$ cat src/sws_pkg.sv
// Shared types and constants for the stopwatch display core.
// No dependencies; imported by the digit cell and the top level.
package sws_pkg;

    localparam int unsigned CountW    = 20;
    localparam int unsigned DigitW    = 4;
    localparam int unsigned DigitSlots = 8;

    localparam logic [CountW-1:0] TargetMin   = 20'd1;
    localparam logic [CountW-1:0] TargetMax   = 20'd1000000;
    localparam logic [CountW-1:0] TargetReset = 20'd1270;

    localparam logic [DigitW-1:0] DigitMax = 4'd9;
    localparam logic [3:0]        MinLen   = 4'd3;
    localparam logic [3:0]        DpPos    = 4'd3;

    typedef struct packed {
        logic advance;
    } item_t;

    typedef struct packed {
        logic [3:0]        digit_position;
        logic [DigitW-1:0] digit_value;
        logic              decimal_point;
        logic              last_digit;
    } result_t;

    // per-cell control from the sequencer
    typedef struct packed {
        logic load;
        logic shift;
    } cell_ctrl_t;

    typedef enum logic [2:0] {
        ST_IDLE = 3'b001,
        ST_LOAD = 3'b010,
        ST_EMIT = 3'b100
    } state_t;

endpackage

$ cat src/sws_stream_if.sv
// Valid/ready stream channel carrying one payload beat.
// Payload type is set by the user; no other dependencies.
interface sws_stream_if #(
    parameter type payload_t = logic
);
    logic     valid;
    logic     ready;
    payload_t payload;

    modport source (output valid, output payload, input ready);
    modport sink   (input valid, input payload, output ready);
endinterface

$ cat src/sws_digit_cell.sv
// One BCD digit cell: counting digit with carry to the next cell, plus a
// shadow digit that shifts toward position one while digits are sent. Uses sws_pkg.
module sws_digit_cell
    import sws_pkg::*;
(
    input  logic              clk,
    input  logic              rst_n,
    input  cell_ctrl_t        ctrl,
    input  logic              carry_in,
    input  logic [DigitW-1:0] shift_in,
    output logic              carry_out,
    output logic [DigitW-1:0] digit,
    output logic [DigitW-1:0] shadow_out
);

    logic [DigitW-1:0] digit_reg, digit_next;
    logic [DigitW-1:0] shadow_reg, shadow_next;

    always_comb
    begin
        digit_next = digit_reg;
        if (carry_in)
        begin
            digit_next = (digit_reg == DigitMax) ? '0 : digit_reg + 4'd1;
        end
    end

    always_comb
    begin
        shadow_next = shadow_reg;
        if (ctrl.load)
        begin
            shadow_next = digit_reg;
        end
        else if (ctrl.shift)
        begin
            shadow_next = shift_in;
        end
    end

    always_ff @(posedge clk or negedge rst_n)
    begin
        if (!rst_n)
        begin
            digit_reg <= '0;
        end
        else
        begin
            digit_reg <= digit_next;
        end
    end

    always_ff @(posedge clk or negedge rst_n)
    begin
        if (!rst_n)
        begin
            shadow_reg <= '0;
        end
        else
        begin
            shadow_reg <= shadow_next;
        end
    end

    assign carry_out  = carry_in && (digit_reg == DigitMax);
    assign digit      = digit_reg;
    assign shadow_out = shadow_reg;

endmodule

$ cat src/stopwatch_seven_segment_display_core.sv
// Stopwatch display core: accepted item -> count update, load of the shadow digits,
// then one digit beat per cycle while result is ready (n beats, 3..MAX_DIGITS).
// The digit count n and the shared position counter set the item time; an item
// taken while halted finishes in its accept cycle with no beats.
// Reset (rst_n, async, active low): count and digits zero, running, target 1270.
// Depends on sws_pkg, sws_stream_if and sws_digit_cell.
module stopwatch_seven_segment_display_core
    import sws_pkg::*;
#(
    parameter int unsigned MAX_DIGITS = 7
)
(
    input  logic                      clk,
    input  logic                      rst_n,
    input  logic                      cfg_we,
    input  logic [CountW-1:0]         cfg_wdata,
    sws_stream_if.sink                item,
    sws_stream_if.source              result
);

    localparam logic [3:0] MaxLen = 4'(MAX_DIGITS);

    state_t            state_reg, state_next;
    logic [CountW-1:0] target_reg;
    logic [CountW-1:0] count_reg, count_next;
    logic              halted_reg, halted_next;
    logic [3:0]        pos_reg, pos_next;
    logic [3:0]        len_reg, len_next;
    logic [CountW-1:0] target_eff;
    logic              item_beat, result_beat, step;
    logic [3:0]        len_calc;
    cell_ctrl_t        cell_ctrl;

    logic [DigitSlots:0]  carry;
    logic [DigitW-1:0]    digit   [DigitSlots];
    logic [DigitW-1:0]    shadow  [DigitSlots+1];

    assign item_beat   = item.valid && item.ready;
    assign result_beat = result.valid && result.ready;
    assign step        = item_beat && !halted_reg && item.payload.advance;

    assign carry[0]               = step;
    assign shadow[DigitSlots]     = '0;
    assign cell_ctrl.load         = (state_reg == ST_LOAD);
    assign cell_ctrl.shift        = result_beat;

    for (genvar g = 0; g < DigitSlots; g++)
    begin : g_cell
        sws_digit_cell u_cell (
            .clk        (clk),
            .rst_n      (rst_n),
            .ctrl       (cell_ctrl),
            .carry_in   (carry[g]),
            .shift_in   (shadow[g+1]),
            .carry_out  (carry[g+1]),
            .digit      (digit[g]),
            .shadow_out (shadow[g])
        );
    end

    always_comb
    begin
        if (target_reg < TargetMin)
        begin
            target_eff = TargetMin;
        end
        else if (target_reg > TargetMax)
        begin
            target_eff = TargetMax;
        end
        else
        begin
            target_eff = target_reg;
        end
    end

    // displayed length: highest nonzero digit, clamped to MinLen..MaxLen
    always_comb
    begin
        len_calc = '0;
        for (int i = 0; i < DigitSlots; i++)
        begin
            if (digit[i] != '0)
            begin
                len_calc = 4'(i + 1);
            end
        end
        if (len_calc < MinLen)
        begin
            len_calc = MinLen;
        end
        if (len_calc > MaxLen)
        begin
            len_calc = MaxLen;
        end
    end

    always_comb
    begin
        state_next  = state_reg;
        count_next  = count_reg;
        halted_next = halted_reg;
        pos_next    = pos_reg;
        len_next    = len_reg;
        case (state_reg)
            ST_IDLE:
            begin
                if (item_beat && !halted_reg)
                begin
                    count_next = count_reg + CountW'(item.payload.advance);
                    state_next = ST_LOAD;
                end
            end
            ST_LOAD:
            begin
                if (count_reg >= target_eff)
                begin
                    halted_next = 1'b1;
                end
                len_next   = len_calc;
                pos_next   = 4'd1;
                state_next = ST_EMIT;
            end
            ST_EMIT:
            begin
                if (result_beat)
                begin
                    pos_next = pos_reg + 4'd1;
                    if (pos_reg == len_reg)
                    begin
                        state_next = ST_IDLE;
                    end
                end
            end
            default:
            begin
                state_next = ST_IDLE;
            end
        endcase
    end

    always_ff @(posedge clk or negedge rst_n)
    begin
        if (!rst_n)
        begin
            state_reg  <= ST_IDLE;
            target_reg <= TargetReset;
            count_reg  <= '0;
            halted_reg <= 1'b0;
            pos_reg    <= 4'd1;
            len_reg    <= MinLen;
        end
        else
        begin
            state_reg  <= state_next;
            count_reg  <= count_next;
            halted_reg <= halted_next;
            pos_reg    <= pos_next;
            len_reg    <= len_next;
            if (cfg_we)
            begin
                target_reg <= cfg_wdata;
            end
        end
    end

    assign item.ready                    = (state_reg == ST_IDLE);
    assign result.valid                  = (state_reg == ST_EMIT);
    assign result.payload.digit_position = pos_reg;
    assign result.payload.digit_value    = shadow[0];
    assign result.payload.decimal_point  = (pos_reg == DpPos);
    assign result.payload.last_digit     = (pos_reg == len_reg);

`ifndef SYNTHESIS
    a_pos_in_range: assert property (@(posedge clk) disable iff (!rst_n)
        result.valid |-> (pos_reg >= 4'd1) && (pos_reg <= len_reg))
        else $error("digit position outside displayed length");

    a_last_ends_item: assert property (@(posedge clk) disable iff (!rst_n)
        result_beat && result.payload.last_digit |=> !result.valid && item.ready)
        else $error("digit beats continue after the last digit");

    a_count_bounded: assert property (@(posedge clk) disable iff (!rst_n)
        count_reg <= TargetMax)
        else $error("count passed the largest target");

    a_halted_silent: assert property (@(posedge clk) disable iff (!rst_n)
        halted_reg && item.ready |=> !result.valid)
        else $error("digit beat issued while halted");
`endif

endmodule

$ cat src/flat_wrapper.sv
// flat-port wrapper written by rule: the top's interface ports become plain ports
module stopwatch_seven_segment_display_core_flat import sws_pkg::*;
#(
    parameter int unsigned MAX_DIGITS = 7
)
  (clk, rst_n, cfg_we, cfg_wdata, item_valid, item_payload, item_ready, result_valid, result_payload, result_ready);
  sws_stream_if #(.payload_t(item_t)) item_i ();
  sws_stream_if #(.payload_t(result_t)) result_i ();
  input  logic clk;
  input  logic rst_n;
  input  logic cfg_we;
  input  logic [CountW-1:0] cfg_wdata;
  input wire logic [$bits(item_i.valid)-1:0] item_valid;
  input wire logic [$bits(item_i.payload)-1:0] item_payload;
  output wire logic [$bits(item_i.ready)-1:0] item_ready;
  output wire logic [$bits(result_i.valid)-1:0] result_valid;
  output wire logic [$bits(result_i.payload)-1:0] result_payload;
  input wire logic [$bits(result_i.ready)-1:0] result_ready;
  assign item_i.valid = item_valid;
  assign item_i.payload = item_payload;
  assign item_ready = item_i.ready;
  assign result_valid = result_i.valid;
  assign result_payload = result_i.payload;
  assign result_i.ready = result_ready;
  stopwatch_seven_segment_display_core #(.MAX_DIGITS(MAX_DIGITS)) u_core (.clk(clk), .rst_n(rst_n), .cfg_we(cfg_we), .cfg_wdata(cfg_wdata), .item(item_i), .result(result_i));
endmodule
$ cat config.mk
export PLATFORM = sky130hd
export DESIGN_NAME = stopwatch_seven_segment_display_core_flat
export DESIGN_NICKNAME = d
export VERILOG_FILES = /design/src/sws_pkg.sv /design/src/sws_stream_if.sv /design/src/sws_digit_cell.sv /design/src/stopwatch_seven_segment_display_core.sv /design/src/flat_wrapper.sv
export SDC_FILE = /design/constraint.sdc
export NUM_CORES = 1
export LEC_CHECK = 0
export ABC_CLOCK_PERIOD_IN_PS = 8370
export BUFFER_PORTS_ARGS = -buffer_cell sky130_fd_sc_hd__buf_4
export CORE_ASPECT_RATIO = 1.4
export CORE_UTILIZATION = 25
export DETAILED_ROUTE_END_ITERATION = 10
export SYNTH_ARGS = -nofsm -noshare
export SYNTH_HDL_FRONTEND = slang
export SYNTH_SLANG_ARGS = --single-unit
$ cat constraint.sdc
create_clock -name clk -period 8.37 [get_ports clk]
set_input_delay 1.674 -clock clk [delete_from_list [all_inputs] [get_ports clk]]
set_output_delay 1.674 -clock clk [all_outputs]
set_load 0.05 [all_outputs]
# After elaboration in Yosys (flattened, before gate mapping)
# Cells that the tools add are included.
# totals
in_bits	26
elab_cells	121
ff_bits	116
# op_classes
mux	42
n_reduce_logical	26
magnitude_cmp	5
eq_ne	16
n_addsub	10
# op_table
cell	count
$mux W4	28
$mux W20	2
$add A4 B1 Y4 const B	9
$eq A4 B4 Y1 const B	8
$reduce_bool A4 Y1	8
$mux W3	7
$add A20 B1 Y20	1
$ge A20 B20 Y1	1
$gt A20 B20 Y1 const B	1
$lt A20 B1 Y1 const B	1
$logic_and A1 B1 Y1	11
$pmux W3 S3	1
$pmux W4 S2	1
$ne A2 B2 Y1 const B	3
$reduce_and A2 Y1	3
$eq A4 B2 Y1 const B	1
$eq A4 B4 Y1	1
$gt A4 B3 Y1 const B	1
$lt A4 B2 Y1 const B	1
$mux W2	2
$reduce_bool A2 Y1	2
$eq A3 B1 Y1 const B	1
$eq A3 B2 Y1 const B	1
$eq A3 B3 Y1 const B	1
3 further kinds	3

# Logic depth before layout (Yosys ltp)
# Gate-level depths: netlist of run 1.
# logic_depth
ltp_word	13
mapped_depth	12
ltp_nobuf	11

# Hierarchy
# Synthesis of run 1 repeated with hierarchy kept, for this count alone.
# hier_totals
cells_unflattened	549
hier_area_um2	5831.8
# by_module_without_submodules
module	cells_per_inst	instances	area_per_inst_um2	seq_area_each_um2
sws_digit_cell	34	8	370.4	200.2
stopwatch_seven_segment_display_core	277	1	2869.0	1315.0

# Worst setup path before layout of run 1
# OpenSTA, ideal clock, no wires.
# synth_path
path_kind	flip-flop to output port
startpoint	register u_core.pos_reg[1]
endpoint	output result_payload[0]
slack_ps	4255
path_buffers	0
arrival_ps	2441
path_stages_with_launch	3
cell_sequence	dfrtp_1 > xor2_1 > nor4_1
# synth_via
elab_chain_cells	1
# synth_lines
element	line_no	source
start: declaration	stopwatch_seven_segment_display_core.sv:27	logic [3:0] pos_reg, pos_next;
start signal: assignment	stopwatch_seven_segment_display_core.sv:158	pos_reg <= pos_next;
$eq A4 B4 Y1	stopwatch_seven_segment_display_core.sv:172	assign result.payload.last_digit = (pos_reg == len_reg);
end: declaration	flat_wrapper.sv:17	output wire logic [$bits(result_i.payload)-1:0] result_payload;
# Every way passes these cells.

# Final worst setup path of run 1
# layout_path
startpoint	register u_core.target_reg[13]
endpoint	register u_core.halted_reg
# layout_via
elab_chain_cells	5
word_cells_on_any_way	6
cone_classes	order compare (3); mux (2); reduce/logical (1)
# layout_lines
element	line_no	source
start: declaration	stopwatch_seven_segment_display_core.sv:24	logic [CountW-1:0] target_reg;
start signal: assignment	stopwatch_seven_segment_display_core.sv:147	target_reg <= TargetReset;
start signal: assignment	stopwatch_seven_segment_display_core.sv:162	target_reg <= cfg_wdata;
$gt A20 B20 Y1	stopwatch_seven_segment_display_core.sv:67	else if (target_reg > TargetMax)
$mux W20	stopwatch_seven_segment_display_core.sv:67	
$mux W20 (*)	stopwatch_seven_segment_display_core.sv:63	if (target_reg < TargetMin)
$ge A20 B20 Y1 (*)	stopwatch_seven_segment_display_core.sv:116	if (count_reg >= target_eff)
$reduce_and A2 Y1 (no source line) (*)	n/a	
end signal: assignment	stopwatch_seven_segment_display_core.sv:157	halted_reg <= halted_next;
end: declaration	stopwatch_seven_segment_display_core.sv:26	logic halted_reg, halted_next;
# Every way passes the cells marked *; elsewhere a longest branch is shown, timed or not.
# A chain may end at the register's enable or synchronous reset.

==> impl_results.md, run 1 <==
* Status: complete, no violations
* Final slew viol count at 0
* Vias in the first global route at ~4500
* Final-report hold violation count at 0
* Clock sinks at 116
* Top post-synthesis cells by area: dfrtp_1 45%, nand2_1 7.6%, dfstp_2 4.9%
* Synth Area per Inst at between 9 and 10 sq um
* Setup bufs post-CTS at 0
* Post-CTS resize count at 0
* Worst Path Arrival at between 4 and 5 ns
* CTS tree: yes
* Post-Syn Instances at 600
* DP HPWL at 9000 um
* Crit end category: register
* Die Y at approximately 180 um
* DRT Wirelength at approximately 13000 um
* DRC Markers at 0
* Critical Path RT at 8.67 ns
* DR WL/cell at roughly 14 um
* Layout cell share with drive strength beyond 1 at 0.177
* Leading cell types in the layout, fill and taps excluded: 119 x nand2_1, 105 x dfrtp_1, 54 x nor2_1
* Fin crit period at between 3 and 4 ns
* Clock transition at the registers of the reported paths at around 0.05 ns
* Register area share after synthesis at 0.499
* TritonCTS Buffers at 17
* Number of synthesized register bits at between 100 and 150
* Critical path fanouts, max at 11
* EDFF count, synth at 0
* Area grow syn2layout at 20.2%
* Fin cells at between 900 and 1000
* PD cells at ~280 nW/um^2
* Hold WC Path Type: reg -> reg
* Post-cts hold buffer count at 0
* Commonest non-fill, non-tap cell in the layout: nand2_1
* Yosys top cell by area: dfrtp_1
* Async SR Flop Fraction at 1.00
* Netlist cell types at 59
* Max-slew headroom at 0.210
* Root buffer cell: clkbuf_16
* Clock skew at approximately 0.011 ns
* Final nets at 686
* First-pass GRT wire length at 22100 um
* Initial core utilization at 0.257
* Chip width at roughly 130 um
* Max_cap viols at 0
* Via count at 4383
* Yosys top cell area share at 0.449
* DR pass1 iterations at 4
* Final Cycle Share at 0.468
* Synth warnings at 0
* Antenna violations before repair at 0
* CP Class: reg -> reg
* Inst Count DP at around 920
* Post-route ant nets at 0
* Core ar. at approximately 23000 sq um
* Congestion Overflow GR at 0
* Final GP Congestion at approximately 0.75
* Worst VDD drop at roughly 0.13 mV
* RSZ-0062 raised after global routing: false
* Main synth FF type: dfrtp_1
* Post-Syn Nets at roughly 650
* Leak at ~3.2 nW
* FF/Latch Area at between 2000 and 3000 sq um
* H-tree levels at 4
* Filler Cell Count at roughly 2400
* Worst hold margin at 0.484 ns
* Startpoint Class: register
* All-layer global routing usage at 0.115
* Via density at ~4.6
* Final setup fails at 0
* # rows at between 60 and 70
* DR iter-0 viols at 233
* Multi-input logic area at approximately 2700 sq um
* Max clock buf depth at 2
* Total die area at about 24000 sq um
* Clock Latency Late Sink at between 0.4 and 0.5 ns
* Port Buf Inserts at 37
* Antenna Cells at 0
* Fin Setup TNS at 0 ns
* Maximum clock rate at 255 MHz
* Largest net degree at the start of global routing at between 60 and 70
* Slew @ Worst Pin at roughly 1.2 ns
* Post-synthesis cell area at 5850 sq um
* R2r setup slk at approximately 4.5 ns
* IO Pins at 38
## synth_stat cells, drive strengths merged, types with 3 or more instances
| master | number |
|---|---|
| nand3b | 4 |
| dfrtp | 105 |
| a21o | 4 |
| nand4 | 13 |
| nor4 | 9 |
| nor3 | 8 |
| and3 | 3 |
| nor2 | 54 |
| nand2b | 5 |
| a31oi | 29 |
| buf | 8 |
| ha | 23 |
| nand3 | 26 |
| nor2b | 5 |
| a21oi | 15 |
| o21ai | 22 |
| dfstp | 11 |
| mux2 | 20 |
| nor3b | 5 |
| nand2 | 119 |
| xor2 | 11 |
| nor4b | 3 |
| inv | 17 |
| clkbuf | 17 |
| a22o | 4 |
| xnor2 | 29 |
## cells by family (layout without fill, tap and decap cells)
logic type | count (synthesis) | after routing | synth area share
XOR/XNOR | 40 | 40 | 0.0599
AO/OA/AOI/OAI | 86 | 86 | 0.0922
multiplexers | 22 | 22 | 0.0419
adder cells (fa/ha/maj) | 23 | 23 | 0.0492
flip-flops | 116 | 116 | 0.499
buffers and inverters | 43 | 92 | 0.0317
AND/OR/NAND/NOR | 270 | 270 | 0.226
## stage by stage
stage                     worst slack [ns]  utilization  total power, W  cell area, sq um
after floorplan                       4.26            -         0.00108              5850
after detailed placement              4.47        0.282         0.00122              6430
after global placement                4.58        0.282         0.00121              6430
final                                 4.45        0.309         0.00194              7030
after global routing                  4.19        0.309         0.00206              7030
after CTS                             4.43        0.309         0.00197              7030
## routing by layer
metal / up-vias / wire, um / share of wire / track usage
li1: 2165 / - / - / -
met1: 2146 / 5370 / 0.42 / 0.125
met2: 58 / 6840 / 0.53 / 0.211
met3: 14 / 390 / 0.030 / 0.0276
met4: 0 / 231 / 0.018 / 0.0535
met5: - / 0 / 0 / 0
## worst max-delay path: stages (launching register included)
cell and delay, ns:
dfrtp_1 0.38, or4_1 0.55, nand3b_1 0.18, o21ai_0 0.93
nand2_1 0.15, ha_1 0.32, a2111oi_0 0.39, nor4b_1 0.11
or4_1 0.49, a211o_1 0.30
## report_power, final
group | switching [W] | total (W) | internal, W
clock network | 0.000250 | 0.000737 | 0.000487
registers | 0.0000991 | 0.000797 | 0.000698
logic | 0.000242 | 0.000406 | 0.000164
total | 0.000591 | 0.00194 | 0.00135
## cell type report
class,instances,share of cell area
Clock buffer,21,0.0669
Clock inverter,10,0.0185
Sequential cell,116,0.415
Timing Repair Buffer,43,0.0459
Multi-Input combinational cell,441,0.391
Tap cell,301,0.0536
Inverter,18,0.00961
## final timing paths
kind,startpoint,depth (start not counted),end
max,u_core.target_reg[13]$_DFFE_PN0P_,9,u_core.halted_reg$_DFFE_PN0P_
min,u_core.count_reg[19]$_DFFE_PN0P_,1,u_core.count_reg[19]$_DFFE_PN0P_
max reg2reg,u_core.target_reg[13]$_DFFE_PN0P_,9,u_core.halted_reg$_DFFE_PN0P_
min reg2reg,u_core.count_reg[19]$_DFFE_PN0P_,1,u_core.count_reg[19]$_DFFE_PN0P_
max in group asynchronous,rst_n,2,u_core.pos_reg[2]$_DFFE_PN0P_
min in group asynchronous,rst_n,1,u_core.g_cell[2].u_cell.shadow_out[1]$_DFFE_PN0P_
Note: power is estimated with default switching activity, not from simulation.
==> run 2, diff against run 1 <==
--- a/config.mk
+++ b/config.mk
@@ -5,7 +5,7 @@
 export SDC_FILE = /design/constraint.sdc
 export NUM_CORES = 1
 export LEC_CHECK = 0
-export ABC_CLOCK_PERIOD_IN_PS = 8370
+export ABC_CLOCK_PERIOD_IN_PS = 3860
 export BUFFER_PORTS_ARGS = -buffer_cell sky130_fd_sc_hd__buf_4
 export CORE_ASPECT_RATIO = 1.4
 export CORE_UTILIZATION = 25
==> constraint.sdc (replaced) <==
create_clock -name clk -period 3.86 [get_ports clk]
set_input_delay 0.772 -clock clk [delete_from_list [all_inputs] [get_ports clk]]
set_output_delay 0.772 -clock clk [all_outputs]
set_load 0.05 [all_outputs]
==> run 2 against run 1 <==
  * Wire length increased by 1.1%
  * Die area unchanged
  * Clock skew down 0.0020 ns
  * Count of clock-buffer cells in the layout grew 2
  * Clock power increased by 120%
  * First-iteration DRC count is 26% higher
  * Non-clock buffer count is the same
  * Worst setup slack worse by 3.9 ns
  * Register-to-register slack lost 3.9 ns
  * Hold slack worse by 0.059 ns
  * Sequential cell count unchanged
  * Largest cell class unchanged
==> impl_results.md, run 2 (synthesized netlist as in run 1, its figures left out) <==
* Maximum clock rate at 304 MHz (was 255 MHz)
* CP Class: reg -> reg (unchanged)
* Clock skew at 0.00865 ns (was 0.0106 ns)
* Area grow syn2layout at 20.6% (was 20.2%)
* Internal power at 0.00294 W (was 0.00135 W)
* Final-report hold violation count at 0 (unchanged)
* Slew @ Worst Pin at 0.873 ns (was 1.17 ns)
* Fin Setup TNS at 0 ns (unchanged)
* # rows at 65 (unchanged)
* Congestion Overflow GR at 0 (unchanged)
* R2r setup slk at 0.58 ns (was 4.45 ns)
* Via density at 4.60 (was 4.61)
* Port Buf Inserts at 37 (unchanged)
* Reg power frac at 0.408 (was 0.411)
* Comb pwr share at 0.208 (was 0.209)
* Crit end category: register (unchanged)
* Global Route met3 Usage at 0.0287 (was 0.0276)
* Hold WC Path Type: in -> async (was reg -> reg)
* Critical path fanouts, max at 11 (unchanged)
* Worst VDD drop at 0.216 mV (was 0.134 mV)
* CP endpoint: u_core.halted_reg$_DFFE_PN0P_ (unchanged)
* FF-to-FF Start: u_core.target_reg[13]$_DFFE_PN0P_ (unchanged)
* Total die area at 24000 sq um (unchanged)
* Fin crit period at 3.28 ns (was 3.92 ns)
* DR WL/cell at 13.6 um (was 13.5 um)
* Via count at 4378 (was 4383)
* Root buffer cell: clkbuf_16 (unchanged)
* DR pass1 iterations at 4 (unchanged)
* Leak at 3.21 nW (was 3.20 nW)
* Reg2reg path depth at 11 (was 9)
* Post-route ant nets at 0 (unchanged)
* Clock Latency Late Sink at 0.42 ns (was 0.41 ns)
* DR iter-0 viols at 293 (was 233)
* TritonCTS Buffers at 17 (unchanged)
* Switching power at 0.00131 W (was 0.000591 W)
* Met2 usage at 0.205 (was 0.211)
* Worst Path Arrival at 3.59 ns (was 4.22 ns)
* First-pass GRT wire length at 22200 um (was 22100 um)
* Chip width at 131 um (unchanged)
* Critical Path RT at 4.17 ns (was 8.67 ns)
* Fin cells at 951 (was 950)
* Final GP Congestion at 0.804 (was 0.751)
* Filler Cell Count at 2377 (was 2379)
* Final slew viol count at 0 (unchanged)
* Worst flop-to-flop path endpoint: u_core.halted_reg$_DFFE_PN0P_ (unchanged)
* DP HPWL at 8960 um (was 9000 um)
* Max_cap viols at 0 (unchanged)
* Post-cts hold buffer count at 0 (unchanged)
* Setup bufs post-CTS at 0 (unchanged)
* Vias in the first global route at 4401 (was 4466)
* GRT busiest layer: met2 (unchanged)
* Crit path launch: u_core.target_reg[13]$_DFFE_PN0P_ (unchanged)
* Startpoint Class: register (unchanged)
* Max clock buf depth at 2 (unchanged)
* Final nets at 686 (unchanged)
* Met1 usage at 0.132 (was 0.125)
* Status: complete, no violations (unchanged)
* DRT Wirelength at 13000 um (was 12800 um)
* Clock sinks at 116 (unchanged)
* RSZ-0062 raised after global routing: false (unchanged)
* Largest net degree at the start of global routing at 63 (was 68)
* Inst Count DP at 919 (unchanged)
* Final Cycle Share at 0.851 (was 0.468)
* Commonest non-fill, non-tap cell in the layout: nand2_1 (unchanged)
* DRC Markers at 0 (unchanged)
* Clock transition at the registers of the reported paths at 0.06 ns (was 0.05 ns)
* Max-slew headroom at 0.418 (was 0.210)
* H-tree levels at 4 (unchanged)
* Leading cell types in the layout, fill and taps excluded: 119 x nand2_1, 105 x dfrtp_1, 54 x nor2_1 (unchanged)
* Antenna Cells at 0 (unchanged)
* CTS tree: yes (unchanged)
* All-layer global routing usage at 0.117 (was 0.115)
* Core ar. at 22800 sq um (unchanged)
* Final setup fails at 0 (unchanged)
* IO Pins at 38 (unchanged)
* Switching portion of total power at 0.307 (was 0.305)
* Layout cell share with drive strength beyond 1 at 0.177 (about the same)
* Die Y at 183 um (unchanged)
* Post-CTS resize count at 0 (unchanged)
* Clock share of power at 0.384 (was 0.380)
* PD cells at 603 nW/um^2 (was 276 nW/um^2)
* Initial core utilization at 0.257 (unchanged)
* Antenna violations before repair at 0 (unchanged)
## run 2: metrics by stage
stage	utilization	total power, W	setup WS (ns)	hold slack [ns]	cell area [sq um]
after floorplan	-	0.00235	0.647	0.442	5850
after global placement	0.283	0.00263	0.638	0.471	6440
after detailed placement	0.283	0.00265	0.574	0.484	6440
after CTS	0.310	0.00430	0.557	0.463	7060
after global routing	0.310	0.00450	0.320	0.487	7060
final	0.310	0.00425	0.575	0.425	7060
## run 2: how the worst min path moves through the flow
| stage | slack, ns | from | depth (start not counted) | to |
|---|---|---|---|---|
| 6_report | 0.43 | rst_n | 1 | u_core.count_reg[17]$_DFFE_PN0P_ |
| 5_1_grt | 0.49 | rst_n | 1 | u_core.count_reg[17]$_DFFE_PN0P_ |
| 4_1_cts | 0.46 | rst_n | 1 | u_core.count_reg[17]$_DFFE_PN0P_ |
| 3_5_place_dp | 0.48 | u_core.g_cell[7].u_cell.shadow_out[0]$_DFFE_PN0P_ | 2 | u_core.g_cell[7].u_cell.shadow_out[0]$_DFFE_PN0P_ |
| 3_3_place_gp | 0.47 | u_core.count_reg[19]$_DFFE_PN0P_ | 1 | u_core.count_reg[19]$_DFFE_PN0P_ |
| 2_1_floorplan | 0.44 | u_core.halted_reg$_DFFE_PN0P_ | 1 | u_core.halted_reg$_DFFE_PN0P_ |
## run 2: power groups by stage
stage	Sequential, W	Clock [W]	Combinational [W]
floorplan	0.00179	0	0.000567
global placement	0.00175	0	0.000883
detailed placement	0.00175	0	0.000901
CTS	0.00174	0.00166	0.000907
global route	0.00178	0.00172	0.00101
finish	0.00173	0.00163	0.000886
## run 2: critical path, stage by stage, from the launching register on
cell       delay, ns
dfrtp_1         0.38
or4_1           0.55
o21ai_0         0.20
a21oi_1         0.14
o21ai_0         0.09
buf_4           0.19
nand2_1         0.07
ha_1            0.26
a2111oi_0       0.41
nor4b_1         0.10
or4_1           0.48
a211o_1         0.29
## run 2: layer usage
layer	share of wire	vias to the layer above	wire (um)
li1	-	2156	-
met4	0.024	0	310
met2	0.52	64	6750
met1	0.43	2135	5520
met5	0	-	0
met3	0.030	23	392
## run 2: area by class of cell
type                            instances  area, sq um  area share
Clock buffer                           23          488      0.0692
Sequential cell                       116         2920       0.413
Tap cell                              301          377      0.0534
Clock inverter                          9          125      0.0177
Multi-Input combinational cell        441         2750       0.389
Inverter                               18         67.6     0.00958
Timing Repair Buffer                   43          335      0.0475
==> run 3, diff against run 2 <==
--- a/config.mk
+++ b/config.mk
@@ -5,11 +5,13 @@
 export SDC_FILE = /design/constraint.sdc
 export NUM_CORES = 1
 export LEC_CHECK = 0
+export ABC_AREA = 1
 export ABC_CLOCK_PERIOD_IN_PS = 3860
 export BUFFER_PORTS_ARGS = -buffer_cell sky130_fd_sc_hd__buf_4
 export CORE_ASPECT_RATIO = 1.4
-export CORE_UTILIZATION = 25
+export CORE_UTILIZATION = 61
 export DETAILED_ROUTE_END_ITERATION = 10
+export PLACE_DENSITY = 0.8
 export SYNTH_ARGS = -nofsm -noshare
 export SYNTH_HDL_FRONTEND = slang
 export SYNTH_SLANG_ARGS = --single-unit
==> run 3 against run 2 <==
  * Non-clock buffer count decreased by 2
  * Sequential power about the same
  * Clock power hardly changed
  * Design area is 2.2% higher
  * Register-to-register slack better by 0.64 ns
  * Critical endpoint unchanged
==> impl_results.md, run 3 <==
* FF-to-FF Start: u_core.target_reg[6]$_DFFE_PN1P_ (was u_core.target_reg[13]$_DFFE_PN0P_)
* DR WL/cell at 14.7 um (was 13.6 um)
* # rows at 43 (was 65)
* Synth warnings at 0 (unchanged)
* Netlist cell types at 39 (was 59)
* Via density at 5.56 (was 4.60)
* CTS tree: yes (unchanged)
* Chip width at 87.1 um (was 131 um)
* Startpoint Class: register (unchanged)
* Critical-path top delay cell: dfstp_2 (was or4_1)
* Synth Area per Inst at 8.19 sq um (was 9.75 sq um)
* IO Pins at 38 (unchanged)
* Root buffer cell: clkbuf_16 (unchanged)
* Critical path buffers and inverters at 3 (was 1)
* Yosys top cell by area: dfrtp_1 (unchanged)
* DR pass1 iterations at 4 (unchanged)
* Final nets at 845 (was 686)
* Final-report hold violation count at 0 (unchanged)
* Post-synthesis cell area at 6180 sq um (was 5850 sq um)
* Post-Syn Instances at 755 (was 600)
* Congestion Overflow GR at 0 (unchanged)
* Slowest stage delay, CP at 0.54 ns (was 0.55 ns)
* Max-slew headroom at 0.476 (was 0.418)
* H-tree levels at 4 (unchanged)
* Clock transition at the registers of the reported paths at 0.05 ns (was 0.06 ns)
* Post-route ant nets at 0 (unchanged)
* Core ar. at 9900 sq um (was 22800 sq um)
* PD cells at 627 nW/um^2 (was 603 nW/um^2)
* Worst VDD drop at 0.324 mV (was 0.216 mV)
* EDFF count, synth at 0 (unchanged)
* DRC Markers at 0 (unchanged)
* Yosys top cell area share at 0.425 (was 0.449)
* Leak at 3.56 nW (was 3.21 nW)
* Vias in the first global route at 5169 (was 4401)
* Via count at 5248 (was 4378)
* Top post-synthesis cells by area: dfrtp_1 42%, nand2_1 13%, dfstp_2 4.7% (was dfrtp_1 45%, nand2_1 7.6%, dfstp_2 4.9%)
* Inst Count DP at 912 (was 919)
* All-layer global routing usage at 0.293 (was 0.117)
* Leading cell types in the layout, fill and taps excluded: 215 x nand2_1, 105 x dfrtp_1, 77 x inv_1 (was 119 x nand2_1, 105 x dfrtp_1, 54 x nor2_1)
* Max_cap viols at 0 (unchanged)
* Final slew viol count at 0 (unchanged)
* Cell mode on critical path: nand2_1
* Max clock buf depth at 2 (unchanged)
* Fin cells at 944 (was 951)
* Final GP Congestion at 0.896 (was 0.804)
* Register area share after synthesis at 0.472 (was 0.499)
* Post-Syn Nets at 804 (was 649)
* Count leader, synth: nand2_1 (unchanged)
* DP HPWL at 9900 um (was 8960 um)
* Critical path fanouts, max at 13 (was 11)
* Async SR Flop Fraction at 1.00 (unchanged)
* Post-cts hold buffer count at 0 (unchanged)
* Maximum clock rate at 379 MHz (was 304 MHz)
* CP Class: reg -> reg (unchanged)
* DR iter-0 viols at 362 (was 293)
* Clock skew at 0.00673 ns (was 0.00865 ns)
* First-pass GRT wire length at 23600 um (was 22200 um)
* Final setup fails at 0 (unchanged)
* Fin crit period at 2.64 ns (was 3.28 ns)
* Setup bufs post-CTS at 0 (unchanged)
* Commonest non-fill, non-tap cell in the layout: nand2_1 (unchanged)
* RSZ-0062 raised after global routing: false (unchanged)
* Status: complete, no violations (unchanged)
* DRT Wirelength at 13900 um (was 13000 um)
* Crit end category: register (unchanged)
* Initial core utilization at 0.625 (was 0.257)
* Worst Path Arrival at 2.94 ns (was 3.59 ns)
* Crit path launch: u_core.target_reg[6]$_DFFE_PN1P_ (was u_core.target_reg[13]$_DFFE_PN0P_)
* Clock Latency Late Sink at 0.41 ns (was 0.42 ns)
* Post-synth top cells: 215 x nand2_1, 105 x dfrtp_1, 77 x inv_1 (was 119 x nand2_1, 105 x dfrtp_1, 54 x nor2_1)
* Slew @ Worst Pin at 0.780 ns (was 0.873 ns)
* Largest net degree at the start of global routing at 54 (was 63)
* Number of synthesized register bits at 116 (unchanged)
* Hold WC Path Type: in -> async (unchanged)
* TritonCTS Buffers at 17 (unchanged)
* Critical Path RT at 4.16 ns (was 4.17 ns)
* Total die area at 10600 sq um (was 24000 sq um)
* Antenna violations before repair at 0 (unchanged)
* Post-CTS resize count at 0 (unchanged)
* Area grow syn2layout at 16.6% (was 20.6%)
* Layout cell share with drive strength beyond 1 at 0.135 (was 0.177)
* Clock sinks at 116 (unchanged)
* CP top delay family: simple AND/OR/NAND/NOR gates (unchanged)
* Die Y at 121 um (was 183 um)
* Crit-path cells: inv_1 > nor4_1 > nand3_1 > nand2_1 > inv_1 > nor2_1 > ha_1 > nand2_1 > inv_1 > o21ai_0 > nand2_1 > a21oi_1 > nand4_1 > nand2_1 > nand2_1 (was or4_1 > o21ai_0 > a21oi_1 > o21ai_0 > buf_4 > nand2_1 > ha_1 > a2111oi_0 > nor4b_1 > or4_1 > a211o_1)
* Final Cycle Share at 0.684 (was 0.851)
* Fin Setup TNS at 0 ns (unchanged)
* Port Buf Inserts at 37 (unchanged)
* Main synth FF type: dfrtp_1 (unchanged)
* Antenna Cells at 0 (unchanged)
## run 3: cell count changes after synthesis, moves of 5 or more
cell and change:
o21ai_0 +24, o221ai_1 +5, xnor2_1 -21, inv_1 +60
nor3_1 +5, mux2_2 -17, clkbuf_1 -5, nor2_1 +21
nand2_1 +96, xor2_1 +17
## run 3: metrics by stage
step / hold slack, ns / setup WS [ns] / cell area (sq um) / utilization / power (W)
global placement: 0.459 / 1.50 / 6580 / 0.664 / 0.00281
CTS: 0.410 / 1.23 / 7210 / 0.728 / 0.00454
detailed placement: 0.466 / 1.25 / 6580 / 0.664 / 0.00287
floorplan: 0.422 / 0.978 / 6180 / - / 0.00254
global route: 0.436 / 1.01 / 7210 / 0.728 / 0.00477
finish: 0.390 / 1.22 / 7210 / 0.728 / 0.00452
## run 3: worst paths after layout
path	to	slack (ns)	cells after the start
worst max-delay path	u_core.halted_reg$_DFFE_PN0P_	1.22	15
worst min-delay path	u_core.g_cell[1].u_cell.shadow_out[1]$_DFFE_PN0P_	0.39	1
worst max register to register	u_core.halted_reg$_DFFE_PN0P_	1.22	15
worst min register to register	u_core.halted_reg$_DFFE_PN0P_	0.48	2
max in group asynchronous	u_core.target_reg[10]$_DFFE_PN1P_	2.54	2
min in group clk	u_core.halted_reg$_DFFE_PN0P_	0.48	2
## run 3: layer usage
metal / wire length [um] / up-vias / global-route usage / part of all wire
met5: 0 / - / 0 / 0
met4: 400 / 0 / 0.138 / 0.029
met3: 507 / 38 / 0.0626 / 0.036
met2: 7460 / 133 / 0.507 / 0.54
met1: 5530 / 2529 / 0.342 / 0.40
li1: - / 2548 / - / -
## run 3: final cells by class
class                           instances  area [sq um]
Clock inverter                          8           120
Sequential cell                       116          2920
Fill cell                             777          2690
Tap cell                              135           169
Timing Repair Buffer                   41           308
Clock buffer                           24           512
Inverter                               81           304
Multi-Input combinational cell        539          2880
## run 3: cell families (layout without fill, tap and decap cells)
family          count (synthesis)  in the layout  share of synthesized area
buf+inv                       100            154                     0.0627
simple gates                  375            375                      0.270
mux                             3              3                    0.00546
flops                         116            116                      0.472
compound gates                102            102                     0.0923
xor+xnor                       36             36                     0.0510
fa+ha+maj                      23             23                     0.0465
## run 3: report_power, final
| group | internal [W] | leakage, nW | switching (W) |
|---|---|---|---|
| Combinational | 0.000391 | 1.85 | 0.000758 |
| Clock | 0.00111 | 0.308 | 0.000542 |
| Sequential | 0.00150 | 1.39 | 0.000219 |
